==> src/rtl/mst_pkg.sv <==
// shared types and constants of the multi-slot countdown timer
package mst_pkg;

  localparam int unsigned SLOT_COUNT = 8;
  localparam int unsigned SLOT_W     = (SLOT_COUNT > 1) ? $clog2(SLOT_COUNT) : 1;
  localparam int unsigned OP_W       = 3;
  localparam int unsigned ID_W       = 4;
  localparam int unsigned IVAL_W     = 32;
  localparam int unsigned KIND_W     = 2;
  localparam int unsigned SLOT_OUT_W = 3;

  typedef enum logic [OP_W-1:0] {
    OP_ADD_ONCE   = 3'd0,
    OP_ADD_REPEAT = 3'd1,
    OP_UPDATE     = 3'd2,
    OP_STOP       = 3'd3,
    OP_TICK       = 3'd4
  } op_e;

  typedef enum logic [KIND_W-1:0] {
    KIND_REPLY  = 2'd0,
    KIND_EXPIRY = 2'd1,
    KIND_NONE   = 2'd2
  } kind_e;

  typedef enum logic [2:0] {
    ST_IDLE,
    ST_EXEC,
    ST_SCAN,
    ST_LOAD,
    ST_SEND
  } state_e;

  typedef struct packed {
    logic load;
    logic exec;
    logic scan_step;
    logic res_load;
  } ctrl_cmd_t;

  typedef struct packed {
    logic tick;
    logic scan_last;
    logic exp_pending;
  } ctrl_status_t;

endpackage

==> src/rtl/mst_if.sv <==
// command and result channel interfaces
interface mst_cmd_if;
  import mst_pkg::*;
  logic                valid;
  logic                ready;
  logic [OP_W-1:0]     op;
  logic [ID_W-1:0]     slot_id;
  logic [IVAL_W-1:0]   interval;
  modport source (output valid, output op, output slot_id, output interval, input ready);
  modport sink   (input valid, input op, input slot_id, input interval, output ready);
endinterface

interface mst_res_if;
  import mst_pkg::*;
  logic                  valid;
  logic                  ready;
  logic [KIND_W-1:0]     kind;
  logic [SLOT_OUT_W-1:0] slot;
  logic                  ok;
  logic                  last;
  modport source (output valid, output kind, output slot, output ok, output last, input ready);
  modport sink   (input valid, input kind, input slot, input ok, input last, output ready);
endinterface

==> src/rtl/mst_ctrl.sv <==
// sequencing state machine of the timer table
module mst_ctrl (
  input  logic                  clk_i,
  input  logic                  rst_ni,
  input  logic                  in_valid_i,
  output logic                  in_ready_o,
  output logic                  out_valid_o,
  input  logic                  out_ready_i,
  input  mst_pkg::ctrl_status_t status_i,
  output mst_pkg::ctrl_cmd_t    cmd_o
);
  import mst_pkg::*;

  state_e state_q, state_d;

  always_ff @(posedge clk_i or negedge rst_ni) begin
    if (!rst_ni) begin
      state_q <= ST_IDLE;
    end else begin
      state_q <= state_d;
    end
  end

  always_comb begin
    state_d     = state_q;
    cmd_o       = '0;
    in_ready_o  = 1'b0;
    out_valid_o = 1'b0;
    unique case (state_q)
      ST_IDLE: begin
        in_ready_o = 1'b1;
        if (in_valid_i) begin
          cmd_o.load = 1'b1;
          state_d    = ST_EXEC;
        end
      end
      ST_EXEC: begin
        cmd_o.exec = 1'b1;
        state_d    = status_i.tick ? ST_SCAN : ST_SEND;
      end
      ST_SCAN: begin
        cmd_o.scan_step = 1'b1;
        if (status_i.scan_last) begin
          state_d = ST_LOAD;
        end
      end
      ST_LOAD: begin
        cmd_o.res_load = 1'b1;
        state_d        = ST_SEND;
      end
      ST_SEND: begin
        out_valid_o = 1'b1;
        if (out_ready_i) begin
          state_d = status_i.exp_pending ? ST_LOAD : ST_IDLE;
        end
      end
      default: state_d = ST_IDLE;
    endcase
  end

endmodule

==> src/rtl/mst_dpath.sv <==
// slot storage, command execution and tick scan
module mst_dpath (
  input  logic                          clk_i,
  input  logic                          rst_ni,
  input  mst_pkg::ctrl_cmd_t            cmd_i,
  output mst_pkg::ctrl_status_t         status_o,
  input  logic [mst_pkg::OP_W-1:0]      op_i,
  input  logic [mst_pkg::ID_W-1:0]      slot_id_i,
  input  logic [mst_pkg::IVAL_W-1:0]    interval_i,
  output logic [mst_pkg::KIND_W-1:0]    kind_o,
  output logic [mst_pkg::SLOT_OUT_W-1:0] slot_o,
  output logic                          ok_o,
  output logic                          last_o
);
  import mst_pkg::*;

  logic [SLOT_COUNT-1:0] act_q, act_d;
  logic [SLOT_COUNT-1:0] rep_q, rep_d;
  logic [SLOT_COUNT-1:0] exp_q, exp_d;
  logic [SLOT_W-1:0]     idx_q, idx_d;
  logic [IVAL_W-1:0]     cd_q [SLOT_COUNT];
  logic [IVAL_W-1:0]     rl_q [SLOT_COUNT];

  op_e                   op_q;
  logic [ID_W-1:0]       id_q;
  logic [IVAL_W-1:0]     ival_q;

  kind_e                 kind_q, kind_d;
  logic [SLOT_OUT_W-1:0] slot_q, slot_d;
  logic                  ok_q, ok_d;
  logic                  last_q, last_d;

  logic                  cd_we, rl_we;
  logic [SLOT_W-1:0]     wr_addr;
  logic [IVAL_W-1:0]     cd_wdata;

  logic                  free_found;
  logic [SLOT_W-1:0]     free_idx;
  logic [SLOT_W-1:0]     exp_idx;
  logic [SLOT_COUNT-1:0] exp_rest;
  logic                  id_valid;
  logic [SLOT_W-1:0]     id_idx;
  logic [IVAL_W-1:0]     cd_dec;

  // lowest free slot and lowest pending expiry
  always_comb begin
    free_found = 1'b0;
    free_idx   = '0;
    exp_idx    = '0;
    for (int i = SLOT_COUNT - 1; i >= 0; i--) begin
      if (!act_q[i]) begin
        free_found = 1'b1;
        free_idx   = SLOT_W'(i);
      end
      if (exp_q[i]) begin
        exp_idx = SLOT_W'(i);
      end
    end
  end

  assign exp_rest = exp_q & ~(SLOT_COUNT'(1) << exp_idx);
  assign id_valid = {1'b0, id_q} < (ID_W + 1)'(SLOT_COUNT);
  assign id_idx   = id_q[SLOT_W-1:0];
  assign cd_dec   = cd_q[idx_q] - IVAL_W'(1);

  always_comb begin
    act_d    = act_q;
    rep_d    = rep_q;
    exp_d    = exp_q;
    idx_d    = idx_q;
    kind_d   = kind_q;
    slot_d   = slot_q;
    ok_d     = ok_q;
    last_d   = last_q;
    cd_we    = 1'b0;
    rl_we    = 1'b0;
    wr_addr  = free_idx;
    cd_wdata = ival_q;

    if (cmd_i.exec) begin
      kind_d = KIND_REPLY;
      slot_d = '0;
      ok_d   = 1'b0;
      last_d = 1'b1;
      unique case (op_q)
        OP_ADD_ONCE, OP_ADD_REPEAT, OP_UPDATE: begin
          if (op_q == OP_UPDATE && id_valid && act_q[id_idx]) begin
            wr_addr = id_idx;
            cd_we   = 1'b1;
            rl_we   = 1'b1;
            slot_d  = SLOT_OUT_W'(id_idx);
            ok_d    = 1'b1;
          end else if (free_found) begin
            cd_we           = 1'b1;
            rl_we           = 1'b1;
            act_d[free_idx] = 1'b1;
            rep_d[free_idx] = (op_q == OP_ADD_REPEAT);
            slot_d          = SLOT_OUT_W'(free_idx);
            ok_d            = 1'b1;
          end
        end
        OP_STOP: begin
          if (id_valid && act_q[id_idx]) begin
            act_d[id_idx] = 1'b0;
            slot_d        = SLOT_OUT_W'(id_idx);
            ok_d          = 1'b1;
          end
        end
        OP_TICK: begin
          exp_d = '0;
          idx_d = '0;
        end
        default: ;
      endcase
    end

    if (cmd_i.scan_step) begin
      wr_addr = idx_q;
      if (act_q[idx_q]) begin
        cd_we    = 1'b1;
        cd_wdata = cd_dec;
        if (cd_dec == '0) begin
          exp_d[idx_q] = 1'b1;
          if (rep_q[idx_q]) begin
            cd_wdata = rl_q[idx_q];
          end else begin
            act_d[idx_q] = 1'b0;
          end
        end
      end
      idx_d = idx_q + SLOT_W'(1);
    end

    if (cmd_i.res_load) begin
      if (exp_q == '0) begin
        kind_d = KIND_NONE;
        slot_d = '0;
      end else begin
        kind_d = KIND_EXPIRY;
        slot_d = SLOT_OUT_W'(exp_idx);
        exp_d  = exp_rest;
      end
      ok_d   = 1'b1;
      last_d = (exp_rest == '0);
    end
  end

  always_ff @(posedge clk_i or negedge rst_ni) begin
    if (!rst_ni) begin
      act_q <= '0;
      rep_q <= '0;
      exp_q <= '0;
      idx_q <= '0;
    end else begin
      act_q <= act_d;
      rep_q <= rep_d;
      exp_q <= exp_d;
      idx_q <= idx_d;
    end
  end

  // slot counters and reload values
  always_ff @(posedge clk_i) begin
    if (cd_we) begin
      cd_q[wr_addr] <= cd_wdata;
    end
    if (rl_we) begin
      rl_q[wr_addr] <= ival_q;
    end
  end

  // latched command and result register
  always_ff @(posedge clk_i) begin
    if (cmd_i.load) begin
      op_q   <= op_e'(op_i);
      id_q   <= slot_id_i;
      ival_q <= (interval_i == '0) ? IVAL_W'(1) : interval_i;
    end
    kind_q <= kind_d;
    slot_q <= slot_d;
    ok_q   <= ok_d;
    last_q <= last_d;
  end

  assign status_o.tick        = (op_q == OP_TICK);
  assign status_o.scan_last   = (idx_q == SLOT_W'(SLOT_COUNT - 1));
  assign status_o.exp_pending = (exp_q != '0);

  assign kind_o = kind_q;
  assign slot_o = slot_q;
  assign ok_o   = ok_q;
  assign last_o = last_q;

endmodule

==> src/rtl/multi_slot_countdown_timer.sv <==
// top level of the multi-slot countdown timer table
//
// cmd_i carries one command per transfer: add one-shot, add repeating,
// update, stop or tick, with a slot id and an interval in ticks.
// res_o carries the results: one reply per add, update or stop, and for a
// tick one expiry event per slot that reached zero in ascending slot order,
// or a single no-expiry result; last marks the final result of a command.
// one command is handled at a time: cmd_i.ready is high only while idle.
// a command other than tick goes from the transfer through the exec state
// to the send state, where its result is offered. a tick walks the slot
// counters one slot per cycle, then passes through the load and send
// states once per result; the counter scan sets the tick rate.
// when res_o.ready is low the pending result holds and no command is taken.
// reset frees all slots and leaves the block idle, ready for a command;
// no clearing pass is needed.
module multi_slot_countdown_timer (
  input  logic      clk_i,
  input  logic      rst_ni,
  mst_cmd_if.sink   cmd_i,
  mst_res_if.source res_o
);
  import mst_pkg::*;

  ctrl_cmd_t    ctrl_cmd;
  ctrl_status_t ctrl_status;

  mst_ctrl u_ctrl (
    .clk_i       (clk_i),
    .rst_ni      (rst_ni),
    .in_valid_i  (cmd_i.valid),
    .in_ready_o  (cmd_i.ready),
    .out_valid_o (res_o.valid),
    .out_ready_i (res_o.ready),
    .status_i    (ctrl_status),
    .cmd_o       (ctrl_cmd)
  );

  mst_dpath u_dpath (
    .clk_i      (clk_i),
    .rst_ni     (rst_ni),
    .cmd_i      (ctrl_cmd),
    .status_o   (ctrl_status),
    .op_i       (cmd_i.op),
    .slot_id_i  (cmd_i.slot_id),
    .interval_i (cmd_i.interval),
    .kind_o     (res_o.kind),
    .slot_o     (res_o.slot),
    .ok_o       (res_o.ok),
    .last_o     (res_o.last)
  );

  a_no_accept_while_result : assert property (
    @(posedge clk_i) disable iff (!rst_ni) res_o.valid |-> !cmd_i.ready
  ) else $error("command taken while a result is pending");

  a_busy_after_accept : assert property (
    @(posedge clk_i) disable iff (!rst_ni) (cmd_i.valid && cmd_i.ready) |=> !cmd_i.ready
  ) else $error("ready after command transfer");

  a_reply_is_last : assert property (
    @(posedge clk_i) disable iff (!rst_ni)
      (res_o.valid && (res_o.kind == KIND_REPLY || res_o.kind == KIND_NONE)) |-> res_o.last
  ) else $error("single result without last");

  a_none_is_slot_zero : assert property (
    @(posedge clk_i) disable iff (!rst_ni)
      (res_o.valid && res_o.kind == KIND_NONE) |-> (res_o.slot == '0 && res_o.ok)
  ) else $error("bad no-expiry result");

endmodule
==> src/flat_wrapper.sv <==
// flat-port wrapper written by rule: the top's interface ports become plain ports
module multi_slot_countdown_timer_flat import mst_pkg::*;
  (clk_i, rst_ni, cmd_i_valid, cmd_i_op, cmd_i_slot_id, cmd_i_interval, cmd_i_ready, res_o_valid, res_o_kind, res_o_slot, res_o_ok, res_o_last, res_o_ready);
  mst_cmd_if cmd_i_i ();
  mst_res_if res_o_i ();
  input  logic clk_i;
  input  logic rst_ni;
  input wire logic [$bits(cmd_i_i.valid)-1:0] cmd_i_valid;
  input wire logic [$bits(cmd_i_i.op)-1:0] cmd_i_op;
  input wire logic [$bits(cmd_i_i.slot_id)-1:0] cmd_i_slot_id;
  input wire logic [$bits(cmd_i_i.interval)-1:0] cmd_i_interval;
  output wire logic [$bits(cmd_i_i.ready)-1:0] cmd_i_ready;
  output wire logic [$bits(res_o_i.valid)-1:0] res_o_valid;
  output wire logic [$bits(res_o_i.kind)-1:0] res_o_kind;
  output wire logic [$bits(res_o_i.slot)-1:0] res_o_slot;
  output wire logic [$bits(res_o_i.ok)-1:0] res_o_ok;
  output wire logic [$bits(res_o_i.last)-1:0] res_o_last;
  input wire logic [$bits(res_o_i.ready)-1:0] res_o_ready;
  assign cmd_i_i.valid = cmd_i_valid;
  assign cmd_i_i.op = cmd_i_op;
  assign cmd_i_i.slot_id = cmd_i_slot_id;
  assign cmd_i_i.interval = cmd_i_interval;
  assign cmd_i_ready = cmd_i_i.ready;
  assign res_o_valid = res_o_i.valid;
  assign res_o_kind = res_o_i.kind;
  assign res_o_slot = res_o_i.slot;
  assign res_o_ok = res_o_i.ok;
  assign res_o_last = res_o_i.last;
  assign res_o_i.ready = res_o_ready;
  multi_slot_countdown_timer u_core (.clk_i(clk_i), .rst_ni(rst_ni), .cmd_i(cmd_i_i), .res_o(res_o_i));
endmodule
==> config.mk <==
export PLATFORM = sky130hd
export DESIGN_NAME = multi_slot_countdown_timer_flat
export DESIGN_NICKNAME = d
export VERILOG_FILES = /design/src/rtl/mst_pkg.sv /design/src/rtl/mst_if.sv /design/src/rtl/mst_ctrl.sv /design/src/rtl/mst_dpath.sv /design/src/rtl/multi_slot_countdown_timer.sv /design/src/flat_wrapper.sv
export SDC_FILE = /design/constraint.sdc
export NUM_CORES = 1
export LEC_CHECK = 0
export BUFFER_PORTS_ARGS = -buffer_cell sky130_fd_sc_hd__clkbuf_2
export CAP_MARGIN = 10
export CORE_AREA = 5 5 240 242
export CTS_CLUSTER_DIAMETER = 120
export DETAILED_ROUTE_END_ITERATION = 7
export DIE_AREA = 0 0 245 247
export PLACE_DENSITY = 0.72
export SLEW_MARGIN = 40
export SYNTH_ARGS = -nofsm -noshare
export SYNTH_HDL_FRONTEND = slang
export SYNTH_HIERARCHICAL = 1
export SYNTH_SLANG_ARGS = --single-unit
==> constraint.sdc <==
create_clock -name clk_i -period 8 [get_ports clk_i]
set_input_delay 0.8 -clock clk_i [delete_from_list [all_inputs] [get_ports clk_i]]
set_output_delay 0.8 -clock clk_i [all_outputs]
set_load 0.02 [all_outputs]
# --- After elaboration in Yosys (flattened, before gate mapping) ---
# Memory sizes are Yosys's and may differ from the RTL's.
# Index checks and enable logic that the tools add are counted.
classes:
  n_addsub: 2
  n_lt_le_gt_ge: 7
  eq_ne: 12
  shift: 1
  mux: 101
  bitwise: 9
  reduce_logical: 20
op_table:
  columns: ["op", "n"]
  rows:
  - ["32-bit two-way mux", 4]
  - ["8-bit two-way mux", 15]
  - ["3-bit two-way mux", 33]
  - ["32-bit zero test", 2]
  - ["1-bit two-way mux", 34]
  - ["32-bit by 1-bit subtractor with 32-bit output (second input constant)", 1]
  - ["8-bit AND", 3]
  - ["8-bit inverter", 3]
  - ["8-bit zero test", 2]
  - ["8-bit OR", 2]
  - ["8-bit case mux with 2 select lines", 1]
  - ["3-bit case mux with 5 select lines", 1]
  - ["3-bit by 2-bit equality test with 1-bit output (second input constant)", 4]
  - ["3-bit by 4-bit < comparator with 1-bit output (second input constant)", 3]
  - ["1-bit binary-select mux with 3-bit select", 3]
  - ["1-bit demux with 3-bit select", 3]
  - ["3-bit equality test (second input constant)", 3]
  - ["3-bit by 1-bit >= comparator with 1-bit output (second input constant)", 3]
  - ["8-bit bitwise mux", 1]
  - ["2-bit two-way mux", 4]
  - ["8-bit nonzero test", 1]
  - ["1-bit by 3-bit left shift with 8-bit output (first input constant)", 1]
  - ["3-bit by 1-bit equality test with 1-bit output (second input constant)", 2]
  - ["1-bit logical AND", 6]
  - ["13 further kinds", 17]
word_totals:
  regBits: 76
  mem_bits_rw: 512
  inputBits: 43
  out_inout_bits: 9
  wordCells: 166
  mem_count: 2
memory_table:
  columns: ["name", "words", "width", "read_ports", "rd_ports_with_merged_regs", "write_ports", "line_no", "rtl"]
  rows:
  - ["u_core.u_dpath.cd_q", 8, 32, 1, 0, 1, "mst_dpath.sv:21", "logic [IVAL_W-1:0] cd_q [SLOT_COUNT];"]
  - ["u_core.u_dpath.rl_q", 8, 32, 1, 0, 1, "mst_dpath.sv:22", "logic [IVAL_W-1:0] rl_q [SLOT_COUNT];"]

# --- Logic depth before layout (Yosys ltp) ---
depth:
  ltp_word: 22
  depth_mapped: 17
  ltp_nobuf: 12

# --- By module ---
# Netlist, hierarchy kept.
modules_own_cells:
  columns: ["module", "instances", "cells_each", "area_each_um2", "seq_area_each_um2"]
  rows:
  - ["mst_dpath", 1, 1554, 24337.1, 17421.7]
  - ["mst_ctrl", 1, 30, 256.5, 75.1]

# --- Least setup slack after synthesis ---
# No wires, ideal clock.
synth_timing:
  path_type: "reg-to-reg"
  from: "register u_core.u_dpath.id_q[0]"
  to: "memory u_core.u_dpath.rl_q[6][0] (enable)"
  setup_ps: 421
  arrival_time_ps: 3994
  required_time_ps: 7579
  setup_slack_ps: 3585
  stages_incl_launch_ff: 11
  n_path_buf: 1
  synth_period_minus_slack_ps: 4415
  path_cell_list: "edfxtp_1 > clkbuf_1 > mux4_2 > nand2_1 > a21oi_1 > nand3b_1 > or3b_2 > mux2_2 > o21ai_0 > nand2_1 > nor2_1"
synth_via:
  elab_chain_len: 8
  elab_cells_between_ends: 14
  cone_classes: "order compare: 1; mux: 11; reduce/logical: 2"
synth_lines:
  columns: ["item", "line_no", "rtl"]
  rows:
  - ["start: declaration", "mst_dpath.sv:25", "logic [ID_W-1:0] id_q;"]
  - ["start signal: assignment", "mst_dpath.sv:176", "id_q <= slot_id_i;"]
  - ["4-bit < comparator / 1-bit binary-select mux with 3-bit select (equally long branches)", "mst_dpath.sv:62, mst_dpath.sv:87", null]
  - ["1-bit logical AND / 1-bit two-way mux (equally long branches)", "mst_dpath.sv:87", "if (op_q == OP_UPDATE && id_valid && act_q[id_idx]) begin"]
  - ["1-bit logical AND", "mst_dpath.sv:87", null]
  - ["1-bit two-way mux", "mst_dpath.sv:87", null]
  - ["1-bit two-way mux", "mst_dpath.sv:85", "unique case (op_q)"]
  - ["1-bit two-way mux", "mst_dpath.sv:80", "if (cmd_i.exec) begin"]
  - ["1-bit two-way mux", "mst_dpath.sv:167", "if (rl_we) begin"]
  - ["1-bit two-way mux (implied by the code)", "mst_dpath.sv:168", "rl_q[wr_addr] <= ival_q;"]
  - ["end: declaration", "mst_dpath.sv:22", null]
# Several ways; a longest one is shown, not always the timed one. The select of a mux whose other input is x is not followed.

# --- Worst setup path after layout ---
layout_timing:
  from: "register u_core.u_dpath.idx_q[0]"
  to: "memory u_core.u_dpath.cd_q[0][27], data pin"
layout_via:
  elab_chain_len: 6
  elab_cells_between_ends: 12
  cone_classes: "add/sub: 1; mux: 8; reduce/logical: 1; memory: 2"
layout_lines:
  columns: ["item", "line_no", "rtl"]
  rows:
  - ["start: declaration", "mst_dpath.sv:20", "logic [SLOT_W-1:0] idx_q, idx_d;"]
  - ["start signal: assignment", "mst_dpath.sv:158", "idx_q <= idx_d;"]
  - ["memory 8 x 32 bit / 1-bit binary-select mux with 3-bit select (equally long branches)", null, null]
  - ["32-bit by 1-bit subtractor with 32-bit output / 1-bit two-way mux (equally long branches)", "mst_dpath.sv:64, mst_dpath.sv:124", null]
  - ["32-bit zero test / 32-bit two-way mux (equally long branches)", "mst_dpath.sv:122, mst_dpath.sv:124", null]
  - ["32-bit two-way mux", "mst_dpath.sv:122", "if (cd_dec == '0) begin"]
  - ["32-bit two-way mux *", "mst_dpath.sv:119", "if (act_q[idx_q]) begin"]
  - ["32-bit two-way mux *", "mst_dpath.sv:117", "if (cmd_i.scan_step) begin"]
  - ["via u_core.u_dpath.cd_wdata[27]", "mst_dpath.sv:35", "logic [IVAL_W-1:0] cd_wdata;"]
  - ["end: declaration", "mst_dpath.sv:21", null]
# The timed path passes the listed nets; every way through them passes the cells marked *. The select of a mux whose other input is x is not followed.

==> results.toml <==
[pwr]
powerDensity_mw_per_mm2 = 314
ir_drop_mv = 0.240
pwr-share-seq_pct = 46.1
p_int_mw = 5.91
p_leak_nw = 8.79
netSwitchingFraction_pct = 31.5
pwr-share-comb_pct = 23.7
p_switching_mw = 2.71
pwr-share-clk_pct = 30.2

[logic_synthesis]
syn_nets = 1631
ys_types = 79
synthAdderAreaFrac_pct = 0.244
syn_area_mm2 = 0.0246
muxShareOfSynthArea_pct = 8.12
postSynthCellCount = 1584
synth_top_family_by_area = "compound AO/OA/AOI/OAI gates"
yosysWarnings = 6
synthSimpleGateAreaFrac_pct = 8.18
synth_edf_count = 557
synth_area_per_cell_um2 = 15.5
synthArstFlopShare_pct = 5.10
synth_flop_cell = "edfxtp_1"
yosysSeqAreaShare_pct = 71.1
synth_compound_area_share_pct = 8.83
synth_xor_area_share_pct = 0.926
synth_seq_cells = 588

[detailed_routing]
vias = 14900
wl_um = 61900
drtIter0Drc = 1886
drcViolationCount = 0
avgViaCountPerCell = 6.30
drt_pass1_iterations = 5
wl_per_cell_um = 26.2
postRouteAntennaNets = 0

[clock_tree]
postCtsSetupBuffers = 0
clk_path_buf_depth = 3
path_clk_slew_ns = 0.07
clock_sinks = 588
clock_latency_ns = 0.63
cts_buffers = 55
hold_buffers = 0
cts_resized = 0
cts-root-buf = "clkbuf_16"
h-tree-depth = 2
cts_tree = "done"

[critical_path]
r2r_cells = 12
cp.required_ns = 8.32
crit_path_cell_trace = "buf_4 > nor2b_1 > buf_4 > a22oi_1 > o211ai_1 > nor2_1 > or4_1 > a211o_1 > a211oi_4 > buf_4 > nand4_1 > a31oi_1"
r2r-start = "u_core/u_dpath/idx_q[0]$_DFFE_PN0P_"
endpoint_kind = "register"
critPathMaxFanout = 51
path_common_cell = "buf_4"
worstSetupPathType = "register to register"
cp.arrival_ns = 6.43
start_kind = "register"
cp_slowest_cell = "dfrtp_4"
reg2reg_setup_slack_ns = 1.89
rr_endpoint = "u_core/u_dpath/cd_q[0][27]$_DFFE_PP_"
cpPeakStageDelay_ns = 0.93

[grt]
met1_usage_pct = 28.1
grt_busiest_layer = "met2"
grt_util_met3_pct = 3.64
grtUsageMet2_pct = 32.7
antenna_found_initial = 0
grt.total_usage_pct = 20.1
grt_max_degree = 55
grt_pass1_wl_um = 92500
grt_pass1_vias = 14600
grt_overflow = 0

[floorplanning]
die_area_mm2 = 0.0605
initial_utilization_pct = 44.8
die_width_um = 245
io_pins = 52
dieHeight_um = 247
placementRows = 86
core_mm2 = 0.0549

[placement]
post_dp_cell_area_mm2 = 0.0257
gp_congestion = 0.997
io_buffers = 51
dp.cells = 2259
place_hpwl_um = 36800

[final_layout]
final_cell_area_mm2 = 0.0275
seqCellArea_mm2 = 0.0175
num-nets-final = 1659
multiInputGateArea_mm2 = 0.00664
area_growth_pct = 11.7
drive_above_1_share_pct = 18.7
nFillCells = 4481
layout.cells.non_filler = 2359
layout_commonest_cell = "edfxtp_1"
utilization_pct = 50.1
antenna_cells = 0
final_cell_mix = "edfxtp_1, nor2_1, nand2_1"

[sta]
max_slew_margin_pct = 39.3
setup_violations = 0
hold_viol = 0
holdWs_ns = 0.225
slew_violations = 0
final.setup_skew_ns = 0.0318
post-route-period-util_pct = 76.4
worst_slew_pin_slew_ns = 0.907
fmax_mhz = 164
finalSetupTns_ns = 0
rsz0062_at_grt = "false"
fin_crit_ns = 6.11

[run_status]
status = "finished clean"

[worst_hold_path]
hp-class = "input port to asynchronous set/reset pin"

[job]
cap_viol_max_count = 0
## registers in the layout, summed over array words and instances (netlist names), 4 cells and up
| signal | flops |
|---|---|
| u_core/u_dpath/act_q | 8 |
| u_core/u_dpath/exp_q | 8 |
| u_core/u_dpath/rep_q | 8 |
| u_core/u_dpath/rl_q | 256 |
| u_core/u_dpath/ival_q | 32 |
| u_core/u_dpath/cd_q | 256 |
| u_core/u_dpath/id_q | 4 |
## cell families (layout without fill, tap and decap cells)
logic type | Yosys count | in the layout
AND/OR/NAND/NOR | 392 | 392
AO/OA/AOI/OAI | 302 | 302
XOR/XNOR | 26 | 26
adder cells (fa/ha/maj) | 5 | 5
flip-flops | 588 | 588
multiplexers | 130 | 130
buffers and inverters | 141 | 212
## cell usage after synthesis (25+ instances only)
| cell | instances | area, µm² |
|---|---|---|
| mux4_2 | 51 | 1150 |
| o21ai_0 | 30 | 150 |
| nand3_1 | 25 | 125 |
| nand4_1 | 42 | 263 |
| buf_2 | 25 | 125 |
| clkbuf_1 | 82 | 308 |
| edfxtp_1 | 557 | 16700 |
| mux2i_1 | 43 | 430 |
| nand2_1 | 77 | 289 |
| a31oi_1 | 45 | 282 |
| dfrtp_1 | 30 | 751 |
| nor2_1 | 121 | 454 |
| a21oi_1 | 39 | 195 |
| a22oi_1 | 55 | 413 |
| a221oi_1 | 38 | 333 |
| mux2_2 | 31 | 349 |
## per-stage QoR
stage	setup WS [ns]	power (mW)
finish	1.89	8.62
global route	1.65	8.94
floorplan	3.59	5.31
global placement	2.14	5.98
CTS	2.10	8.62
detailed placement	2.10	6.04
## worst max path at each step
stage,start,to,slack (ns),cells past startpoint
after floorplan,u_core/u_dpath/id_q[0]$_DFFE_PP_,u_core/u_dpath/rl_q[6][0]$_DFFE_PP_,3.59,10
after global placement,u_core/u_dpath/idx_q[0]$_DFFE_PN0P_,u_core/u_dpath/cd_q[4][0]$_DFFE_PP_,2.14,11
after detailed placement,u_core/u_dpath/idx_q[0]$_DFFE_PN0P_,u_core/u_dpath/cd_q[1][27]$_DFFE_PP_,2.10,10
after CTS,u_core/u_dpath/idx_q[0]$_DFFE_PN0P_,u_core/u_dpath/cd_q[1][27]$_DFFE_PP_,2.10,10
after global routing,u_core/u_dpath/idx_q[0]$_DFFE_PN0P_,u_core/u_dpath/cd_q[6][27]$_DFFE_PP_,1.65,11
final,u_core/u_dpath/idx_q[0]$_DFFE_PN0P_,u_core/u_dpath/cd_q[0][27]$_DFFE_PP_,1.89,12
## worst max-delay path, delay by kind of cell (launching register included)
family                 cells  cell delay [ns]
AOI/OAI and AO/OA          5             2.55
buffers and inverters      3             1.13
and+or+nand+nor            4             1.12
DFF                        1             0.93
## layout make-up
class	instances	share of cell area [%]
inverters	19	0.260
well taps	704	3.21
repair buffers	93	2.13
clock inverters	36	1.39
clock buffers	64	5.13
multi-input cells	855	24.2
flip-flops and latches	588	63.7
## routing by layer
metal | part of all wire (%) | wire [µm] | vias up
met5 | 0 | 0 | -
met4 | 2.9 | 1810 | 0
met3 | 9.3 | 5770 | 131
met2 | 48 | 29500 | 846
met1 | 40 | 24900 | 7523
li1 | - | - | 6369
## power groups by stage
stage / clock network, mW / logic (mW) / registers (mW)
2_1_floorplan: 0 / 1.40 / 3.91
3_3_place_gp: 0 / 1.95 / 4.02
3_5_place_dp: 0 / 2.00 / 4.04
4_1_cts: 2.64 / 2.01 / 3.98
5_1_grt: 2.77 / 2.16 / 4.01
6_report: 2.60 / 2.04 / 3.98
Power figures use the tool's default switching activity.
